`src/rtl/windowed_rate_meter_limiter_defines.svh`:
```
// Assertion macros for the RTL file that checks its own logic.
`ifndef WINDOWED_RATE_METER_LIMITER_DEFINES_SVH
`define WINDOWED_RATE_METER_LIMITER_DEFINES_SVH

`ifndef ASSERT_OFF
`define WRLM_ASSERT(label, prop, msg) \
  label: assert property (@(posedge clk) disable iff (rst) (prop)) else $error(msg);
`define WRLM_NEVER(label, cond, msg) \
  label: assert property (@(posedge clk) disable iff (rst) !(cond)) else $error(msg);
`else
`define WRLM_ASSERT(label, prop, msg)
`define WRLM_NEVER(label, cond, msg)
`endif

`endif

```
`src/rtl/wrlm_pkg.sv`:
```
package wrlm_pkg;

  localparam int DATA_W  = 32;
  localparam int CHUNK_W = 31;

  localparam logic [DATA_W-1:0] BYTE_LIMIT_RESET = 32'd1048576;

  localparam logic OP_ACCOUNT = 1'b0;
  localparam logic OP_QUERY   = 1'b1;

  typedef struct packed {
    logic [DATA_W-1:0] sec;
    logic [DATA_W-1:0] bytes;
  } slot_t;

endpackage

```
`src/rtl/windowed_rate_meter_limiter.sv`:
```
// Channel   Handshake                  Carries
// input     start, busy                op, now_sec, byte_count, request_bytes
// result    done (one-cycle strobe)    speed, speed_updated, chunk_allowed, must_wait
// config    cfg_valid, cfg_ready       byte_limit_per_second
//
// A query, or an account item within the current second, gives its result in the
// cycle after the transfer, and the next item may follow at once.
// An account item that starts a new second rotates the row of window cells once
// and then multiplies by the reciprocal of the window length, one part at a time:
// the strobe follows the rotation and the multiply, with busy high until then.
// Reset clears the window and counters and sets the limit to BYTE_LIMIT_RESET.
// Results cannot be stalled; the receiver must take each strobe.
`include "windowed_rate_meter_limiter_defines.svh"

module windowed_rate_meter_limiter #(
  parameter int WINDOW_SECONDS = 16
) (
  input  logic                                clk,
  input  logic                                rst,
  input  logic                                start,
  output logic                                busy,
  input  logic                                op,
  input  logic [wrlm_pkg::DATA_W-1:0]         now_sec,
  input  logic [wrlm_pkg::CHUNK_W-1:0]        byte_count,
  input  logic [wrlm_pkg::CHUNK_W-1:0]        request_bytes,
  output logic                                done,
  output logic [wrlm_pkg::DATA_W-1:0]         speed,
  output logic                                speed_updated,
  output logic [wrlm_pkg::CHUNK_W-1:0]        chunk_allowed,
  output logic                                must_wait,
  input  logic                                cfg_valid,
  output logic                                cfg_ready,
  input  logic [wrlm_pkg::DATA_W-1:0]         byte_limit_per_second
);

  localparam int W     = wrlm_pkg::DATA_W;
  localparam int CW    = wrlm_pkg::CHUNK_W;
  localparam int SUM_W = W + $clog2(WINDOW_SECONDS);
  localparam int CNT_W = $clog2(WINDOW_SECONDS);

  typedef enum logic [1:0] {IDLE, SUM, DIV} state_t;

  state_t state;

  logic [W-1:0]     limit;
  logic [W-1:0]     current_second;
  logic [W-1:0]     bytes_this_second;
  logic [W-1:0]     speed_reg;
  logic [W-1:0]     lower;
  logic [SUM_W-1:0] acc;
  logic [SUM_W-1:0] acc_next;
  logic [CNT_W-1:0] cnt;

  wrlm_pkg::slot_t feed;
  wrlm_pkg::slot_t chain [WINDOW_SECONDS];
  logic [W-1:0]    tail_hit;
  logic            shift;

  logic            accept;
  logic            same_sec;
  logic            roll_accept;
  logic [W:0]      acc_sum;
  logic [W-1:0]    used;
  logic [W:0]      room;
  logic            wait_now;
  logic [CW-1:0]   chunk_now;

  logic            div_start;
  logic            div_valid;
  logic [SUM_W-1:0] quotient;

  assign busy        = (state != IDLE);
  assign cfg_ready   = (state == IDLE);
  assign accept      = start && !busy;
  assign same_sec    = (now_sec == current_second);
  assign roll_accept = accept && (op == wrlm_pkg::OP_ACCOUNT) && !same_sec;

  assign acc_sum   = {1'b0, bytes_this_second} + (W+1)'(byte_count);
  assign used      = same_sec ? bytes_this_second : '0;
  assign room      = {1'b0, limit} - {1'b0, used};
  assign wait_now  = room[W] || (room[W-1:0] == '0);
  assign chunk_now = wait_now ? '0 :
                     ((W'(request_bytes) < room[W-1:0]) ? request_bytes : room[CW-1:0]);

  assign shift = roll_accept || (state == SUM);
  assign feed  = (state == SUM) ? chain[WINDOW_SECONDS-1]
                                : wrlm_pkg::slot_t'{sec: current_second,
                                                    bytes: bytes_this_second};

  generate
    for (genvar i = 0; i < WINDOW_SECONDS; i++) begin : g_cell
      if (i == WINDOW_SECONDS - 1) begin : g_tail
        wrlm_cell u_cell (
          .clk       (clk),
          .rst       (rst),
          .shift     (shift),
          .slot_in   (chain[i-1]),
          .lower     (lower),
          .slot_out  (chain[i]),
          .bytes_hit (tail_hit)
        );
      end else if (i == 0) begin : g_head
        wrlm_cell u_cell (
          .clk       (clk),
          .rst       (rst),
          .shift     (shift),
          .slot_in   (feed),
          .lower     (lower),
          .slot_out  (chain[i]),
          .bytes_hit ()
        );
      end else begin : g_mid
        wrlm_cell u_cell (
          .clk       (clk),
          .rst       (rst),
          .shift     (shift),
          .slot_in   (chain[i-1]),
          .lower     (lower),
          .slot_out  (chain[i]),
          .bytes_hit ()
        );
      end
    end
  endgenerate

  assign acc_next  = acc + SUM_W'(tail_hit);
  assign div_start = (state == SUM) && (cnt == CNT_W'(WINDOW_SECONDS - 1));

  wrlm_div #(
    .DIVISOR    (WINDOW_SECONDS),
    .DIVIDEND_W (SUM_W)
  ) u_div (
    .clk      (clk),
    .rst      (rst),
    .start    (div_start),
    .dividend (acc_next),
    .valid    (div_valid),
    .quotient (quotient)
  );

  always_ff @(posedge clk) begin
    if (rst) begin
      state             <= IDLE;
      limit             <= wrlm_pkg::BYTE_LIMIT_RESET;
      current_second    <= '0;
      bytes_this_second <= '0;
      speed_reg         <= '0;
      done              <= 1'b0;
    end else begin
      done <= 1'b0;
      if (cfg_valid && cfg_ready) begin
        limit <= byte_limit_per_second;
      end
      case (state)
        IDLE: begin
          if (roll_accept) begin
            current_second    <= now_sec;
            bytes_this_second <= W'(byte_count);
            lower             <= now_sec - W'(WINDOW_SECONDS);
            acc               <= '0;
            cnt               <= '0;
            state             <= SUM;
          end else if (accept) begin
            done          <= 1'b1;
            speed         <= speed_reg;
            speed_updated <= 1'b0;
            if (op == wrlm_pkg::OP_ACCOUNT) begin
              bytes_this_second <= acc_sum[W] ? '1 : acc_sum[W-1:0];
              chunk_allowed     <= '0;
              must_wait         <= 1'b0;
            end else begin
              chunk_allowed <= chunk_now;
              must_wait     <= wait_now;
            end
          end
        end
        SUM: begin
          acc <= acc_next;
          cnt <= cnt + CNT_W'(1);
          if (div_start) begin
            state <= DIV;
          end
        end
        DIV: begin
          if (div_valid) begin
            speed_reg     <= quotient[W-1:0];
            speed         <= quotient[W-1:0];
            speed_updated <= 1'b1;
            chunk_allowed <= '0;
            must_wait     <= 1'b0;
            done          <= 1'b1;
            state         <= IDLE;
          end
        end
        default: begin
          state <= IDLE;
        end
      endcase
    end
  end

  `WRLM_NEVER(a_done_while_busy, done && busy, "result strobe while busy")
  `WRLM_ASSERT(a_roll_goes_busy, roll_accept |=> busy, "new second did not start rotation")
  `WRLM_ASSERT(a_plain_item_done, (accept && !roll_accept) |=> done,
               "item within the second gave no result")
  `WRLM_NEVER(a_wait_with_chunk, done && must_wait && (chunk_allowed != '0),
              "allowance given while waiting")
  `WRLM_NEVER(a_update_on_query, done && speed_updated && must_wait,
              "speed update flagged on a query result")

endmodule

```
`src/rtl/wrlm_cell.sv`:
```
// One slot of the window. It takes its neighbor's slot on every shift and
// reports its byte count when its second, compared signed, is not below lower.
module wrlm_cell (
  input  logic                              clk,
  input  logic                              rst,
  input  logic                              shift,
  input  wrlm_pkg::slot_t                   slot_in,
  input  logic [wrlm_pkg::DATA_W-1:0]       lower,
  output wrlm_pkg::slot_t                   slot_out,
  output logic [wrlm_pkg::DATA_W-1:0]       bytes_hit
);

  wrlm_pkg::slot_t slot;

  always_ff @(posedge clk) begin
    if (rst) begin
      slot <= '0;
    end else if (shift) begin
      slot <= slot_in;
    end
  end

  assign slot_out  = slot;
  assign bytes_hit = ($signed(slot.sec) >= $signed(lower)) ? slot.bytes : '0;

endmodule

```
`src/rtl/wrlm_div.sv`:
```
// Divides by a fixed constant by multiplying with its rounded-up reciprocal,
// sixteen reciprocal bits per cycle, most significant part first.
module wrlm_div #(
  parameter int DIVISOR    = 16,
  parameter int DIVIDEND_W = 36
) (
  input  logic                  clk,
  input  logic                  rst,
  input  logic                  start,
  input  logic [DIVIDEND_W-1:0] dividend,
  output logic                  valid,
  output logic [DIVIDEND_W-1:0] quotient
);

  localparam int PART_W  = 16;
  localparam int SHIFT   = DIVIDEND_W + $clog2(DIVISOR);
  localparam int PARTS   = (DIVIDEND_W + PART_W) / PART_W;
  localparam int RECIP_W = PARTS * PART_W;
  localparam int PROD_W  = DIVIDEND_W + RECIP_W;
  localparam int MUL_W   = DIVIDEND_W + PART_W;
  localparam int CNT_W   = $clog2(PARTS + 1);
  localparam logic [RECIP_W-1:0] RECIP =
    RECIP_W'(((64'd1 << SHIFT) + 64'(DIVISOR - 1)) / 64'(DIVISOR));

  logic [DIVIDEND_W-1:0] num;
  logic [RECIP_W-1:0]    recip;
  logic [MUL_W-1:0]      part_prod;
  logic [PROD_W-1:0]     prod;
  logic [PROD_W-1:0]     prod_next;
  logic [CNT_W-1:0]      count;

  assign part_prod = {{PART_W{1'b0}}, num} *
                     {{DIVIDEND_W{1'b0}}, recip[RECIP_W-1 -: PART_W]};
  assign prod_next = {prod[PROD_W-PART_W-1:0], {PART_W{1'b0}}} + PROD_W'(part_prod);

  always_ff @(posedge clk) begin
    if (rst) begin
      count <= '0;
      valid <= 1'b0;
    end else begin
      valid <= 1'b0;
      if (start) begin
        count <= CNT_W'(PARTS);
      end else if (count != '0) begin
        count <= count - CNT_W'(1);
        if (count == CNT_W'(1)) begin
          valid <= 1'b1;
        end
      end
    end
  end

  always_ff @(posedge clk) begin
    if (start) begin
      num   <= dividend;
      recip <= RECIP;
      prod  <= '0;
    end else if (count != '0) begin
      prod  <= prod_next;
      recip <= {recip[RECIP_W-PART_W-1:0], {PART_W{1'b0}}};
    end
  end

  assign quotient = DIVIDEND_W'(prod >> SHIFT);

endmodule

```
`config.mk`:
```
export PLATFORM = sky130hd
export DESIGN_NAME = windowed_rate_meter_limiter
export DESIGN_NICKNAME = d
export VERILOG_FILES = /design/src/rtl/wrlm_pkg.sv /design/src/rtl/windowed_rate_meter_limiter.sv /design/src/rtl/wrlm_cell.sv /design/src/rtl/wrlm_div.sv
export VERILOG_INCLUDE_DIRS = /design/src /design/src/rtl
export SDC_FILE = /design/constraint.sdc
export NUM_CORES = 2
export LEC_CHECK = 0
export BUFFER_PORTS_ARGS = -buffer_cell sky130_fd_sc_hd__buf_4
export CAP_MARGIN = 20
export CORE_ASPECT_RATIO = 2
export CORE_MARGIN = 2
export CORE_UTILIZATION = 60
export DETAILED_ROUTE_END_ITERATION = 6
export PLACE_DENSITY = 0.74
export SYNTH_ARGS = -nofsm -noshare
export SYNTH_HDL_FRONTEND = slang
export SYNTH_SLANG_ARGS = --single-unit
```
`constraint.sdc`:
```
create_clock -name clk -period 13.9 [get_ports clk]
set_clock_uncertainty 0.1 [all_clocks]
set_input_delay 0.695 -clock clk [delete_from_list [all_inputs] [get_ports clk]]
set_output_delay 0.695 -clock clk [all_outputs]
set_load 0.05 [all_outputs]
```
==> results.json <==
{
  "max_clock_freq_mhz": 124,
  "post_cts_resized": 0,
  "min_period_ns": 8.05,
  "maxCapViolCount": 0,
  "irDropWorstVdd_mv": 0.103,
  "start_util_pct": 60.2,
  "gr-usage-all-layers_pct": 29.2,
  "p_clk_share_pct": 38.6,
  "synthDistinctLibCells": 91,
  "layout_commonest_cell": "nand2_1",
  "die_h_um": 446,
  "grt_pass1_vias": 44700,
  "vias": 47500,
  "syn_nets": 7489,
  "crit_type": "register to register",
  "dr.pass1.iters": 5,
  "slew_headroom_pct": 24.2,
  "gp_congestion": 0.953,
  "power_switching_w": 0.00244,
  "synth_top_area_share_pct": 42.0,
  "ant_nets": 0,
  "area_growth_pct": 9.92,
  "clk_pin_slew_ns": 0.07,
  "hold_path_class": "primary input to register",
  "finalNetCount": 7374,
  "slew_violations": 0,
  "grt_max_degree": 244,
  "arrival_ns": 8.43,
  "synthesis.instances": 7173,
  "crit_required_ns": 14.29,
  "finalNonFillerCells": 8390,
  "worstSkewPairLatency_ns": 0.76,
  "synth.cell_area_sq_mm": 0.0585,
  "drt_iter0_markers": 3314,
  "p_leak_nw": 23.0,
  "status": "finished clean",
  "port_buffers": 198,
  "cts_made_buffers": 113,
  "wirelength_mm": 148,
  "ys_ff_latch": 1400,
  "wl_per_cell_um": 17.7,
  "dpl.hpwl_mm": 102,
  "postCtsHoldBufs": 0,
  "cts_tree": "yes",
  "die_w_um": 225,
  "antenna_found_initial": 3,
  "cp_max_fo": 46,
  "fin_crit_sh_pct": 57.9,
  "fin_ws_ns": 5.85,
  "dp_cells": 8169,
  "fin_tns_setup_ns": 0,
  "final_cell_mix": "nand2_1 (2,491), a21oi_1 (1,243), dfxtp_1 (1,227), buf_4 (235), nor2_1 (212)",
  "avgSynthCellArea_sq_um": 8.15,
  "combPwrFrac_pct": 12.7,
  "viasPerCell": 5.66,
  "seq_area_sq_mm": 0.0298,
  "ios": 199,
  "cts.sinks": 1400,
  "worstSetupEndpointType": "register",
  "layout-drive-gt1-share_pct": 7.38,
  "start_kind": "register",
  "finalHoldViolations": 0,
  "core_area_sq_mm": 0.0971,
  "grt_pass1_wl_mm": 235,
  "ys_warn_count": 0,
  "clock_path_buffers": 3,
  "swShare_pct": 27.4,
  "worst_pin_slew_ns": 1.14,
  "grt_overflow_total": 0,
  "dpl_worst_slack_ns": 5.46,
  "p_seq_share_pct": 48.8,
  "yosysSeqAreaShare_pct": 50.9,
  "dieArea_sq_mm": 0.100,
  "grt_setup_unrepaired": "no",
  "ys_top_cells_by_area": "dfxtp_1 (42%), nand2_1 (16%), a21oi_1 (11%)",
  "synth_edf_count": 173,
  "ctsHtreeMaxLevel": 3,
  "rows": 162,
  "drc": 0,
  "synthArstFlopShare_pct": 0,
  "largest_register_ffs": 896,
  "cts_root_buf": "clkbuf_16",
  "synth-main-ff-cell": "dfxtp_1",
  "cts_setup_buffers": 0,
  "multi_input_area_sq_mm": 0.0265,
  "p_int_w": 0.00648,
  "powerDensity_mw_per_mm2": 139,
  "fillers": 8313,
  "setup_violations": 0,
  "synth_top_area_cell": "dfxtp_1"
}
cells in the mapped netlist, drive strengths merged (7+ instances only):
cell type	count
dfxtp	1227
o211ai	9
a22oi	17
ha	181
o21ai	127
buf	62
xnor2	81
nor2b	18
a221oi	7
or3	20
o221ai	28
nand2	2494
a21o	52
and2	92
nor4	27
nand4	34
a21oi	1260
clkbuf	415
inv	113
edfxtp	173
o21bai	16
a31oi	18
and3	19
xor2	97
nand2b	22
nor2	235
nor3	48
o31ai	9
o21a	19
nand3	42
a311oi	68
a211oi	29
mux2i	24
cells by family after synthesis:
kind of cell               after synthesis  share of synthesized area (%)
AOI/OAI and AO/OA                     1706                           16.6
xor gates and xnor gates               178                           2.70
adders and majority gates              185                           4.01
and+or+nand+nor                       3086                           21.4
buffers and inverters                  591                           3.94
DFF                                   1400                           50.9
muxes                                   27                          0.469
critical path: stages (launching register included):
cell       delay [ns]
dfxtp_1          0.37
xor2_1           0.24
nor4_1           0.34
nand4_1          0.22
nor2_4           0.59
buf_4            0.61
nand2_1          0.11
ha_1             0.41
a21oi_2          0.28
a21boi_0         0.19
o211ai_1         0.63
a31oi_1          0.20
a211o_1          0.33
xor2_1           0.26
inv_1            0.10
ha_1             0.31
nand2_1          0.07
nor3_1           0.30
nand3_1          0.17
a2111oi_0        0.39
a21oi_2          0.09
buf_4            0.24
nor2_4           0.74
mux2i_1          0.32
nor2_2           0.05
power groups by stage:
| stage | registers [W] | logic, W | clock network [W] |
|---|---|---|---|
| floorplan | 0.00442 | 0.000804 | 0 |
| finish | 0.00435 | 0.00113 | 0.00344 |
| CTS | 0.00435 | 0.00112 | 0.00350 |
| global placement | 0.00444 | 0.00111 | 0 |
| global route | 0.00436 | 0.00124 | 0.00365 |
| detailed placement | 0.00444 | 0.00112 | 0 |
worst paths after layout:
check,start,end,slack [ns],cells past startpoint
max,current_second[3],chunk_allowed[24],5.85,24
min reg2reg,g_cell[6].g_mid.u_cell.slot_out[20],g_cell[7].g_mid.u_cell.slot_out[20],0.35,2
max reg2reg,current_second[3],chunk_allowed[24],5.85,24
min,now_sec[0],lower[0],0.06,1
through the flow:
step / total power, W / util, % / hold slack [ns] / cell area [sq um]
final: 0.00892 / 66.2 / 0.0566 / 64300
after global routing: 0.00925 / 66.2 / 0.0243 / 64300
after CTS: 0.00898 / 66.1 / 0.00889 / 64200
after detailed placement: 0.00556 / 62.0 / 0.343 / 60200
after global placement: 0.00555 / 62.0 / 0.338 / 60200
after floorplan: 0.00523 / - / 0.332 / 58500
routing by layer:
layer | up-vias | GRT usage (%) | share of wire [%]
met1 | 22600 | 33.9 | 40
met3 | 297 | 3.77 | 3.7
met4 | 0 | 14.5 | 5.2
li1 | 23700 | - | -
met2 | 942 | 52.6 | 51
met5 | - | 0 | 0
layout make-up:
type	count	area share [%]
timing repair buffer	247	3.11
antenna	2	0.00779
sequential	1400	46.3
clock inverter	48	0.944
tap	1230	2.39
multi-input combinational	5182	41.2
clock buffer	167	5.37
inverter	114	0.666
Power figures use the tool's default switching activity.
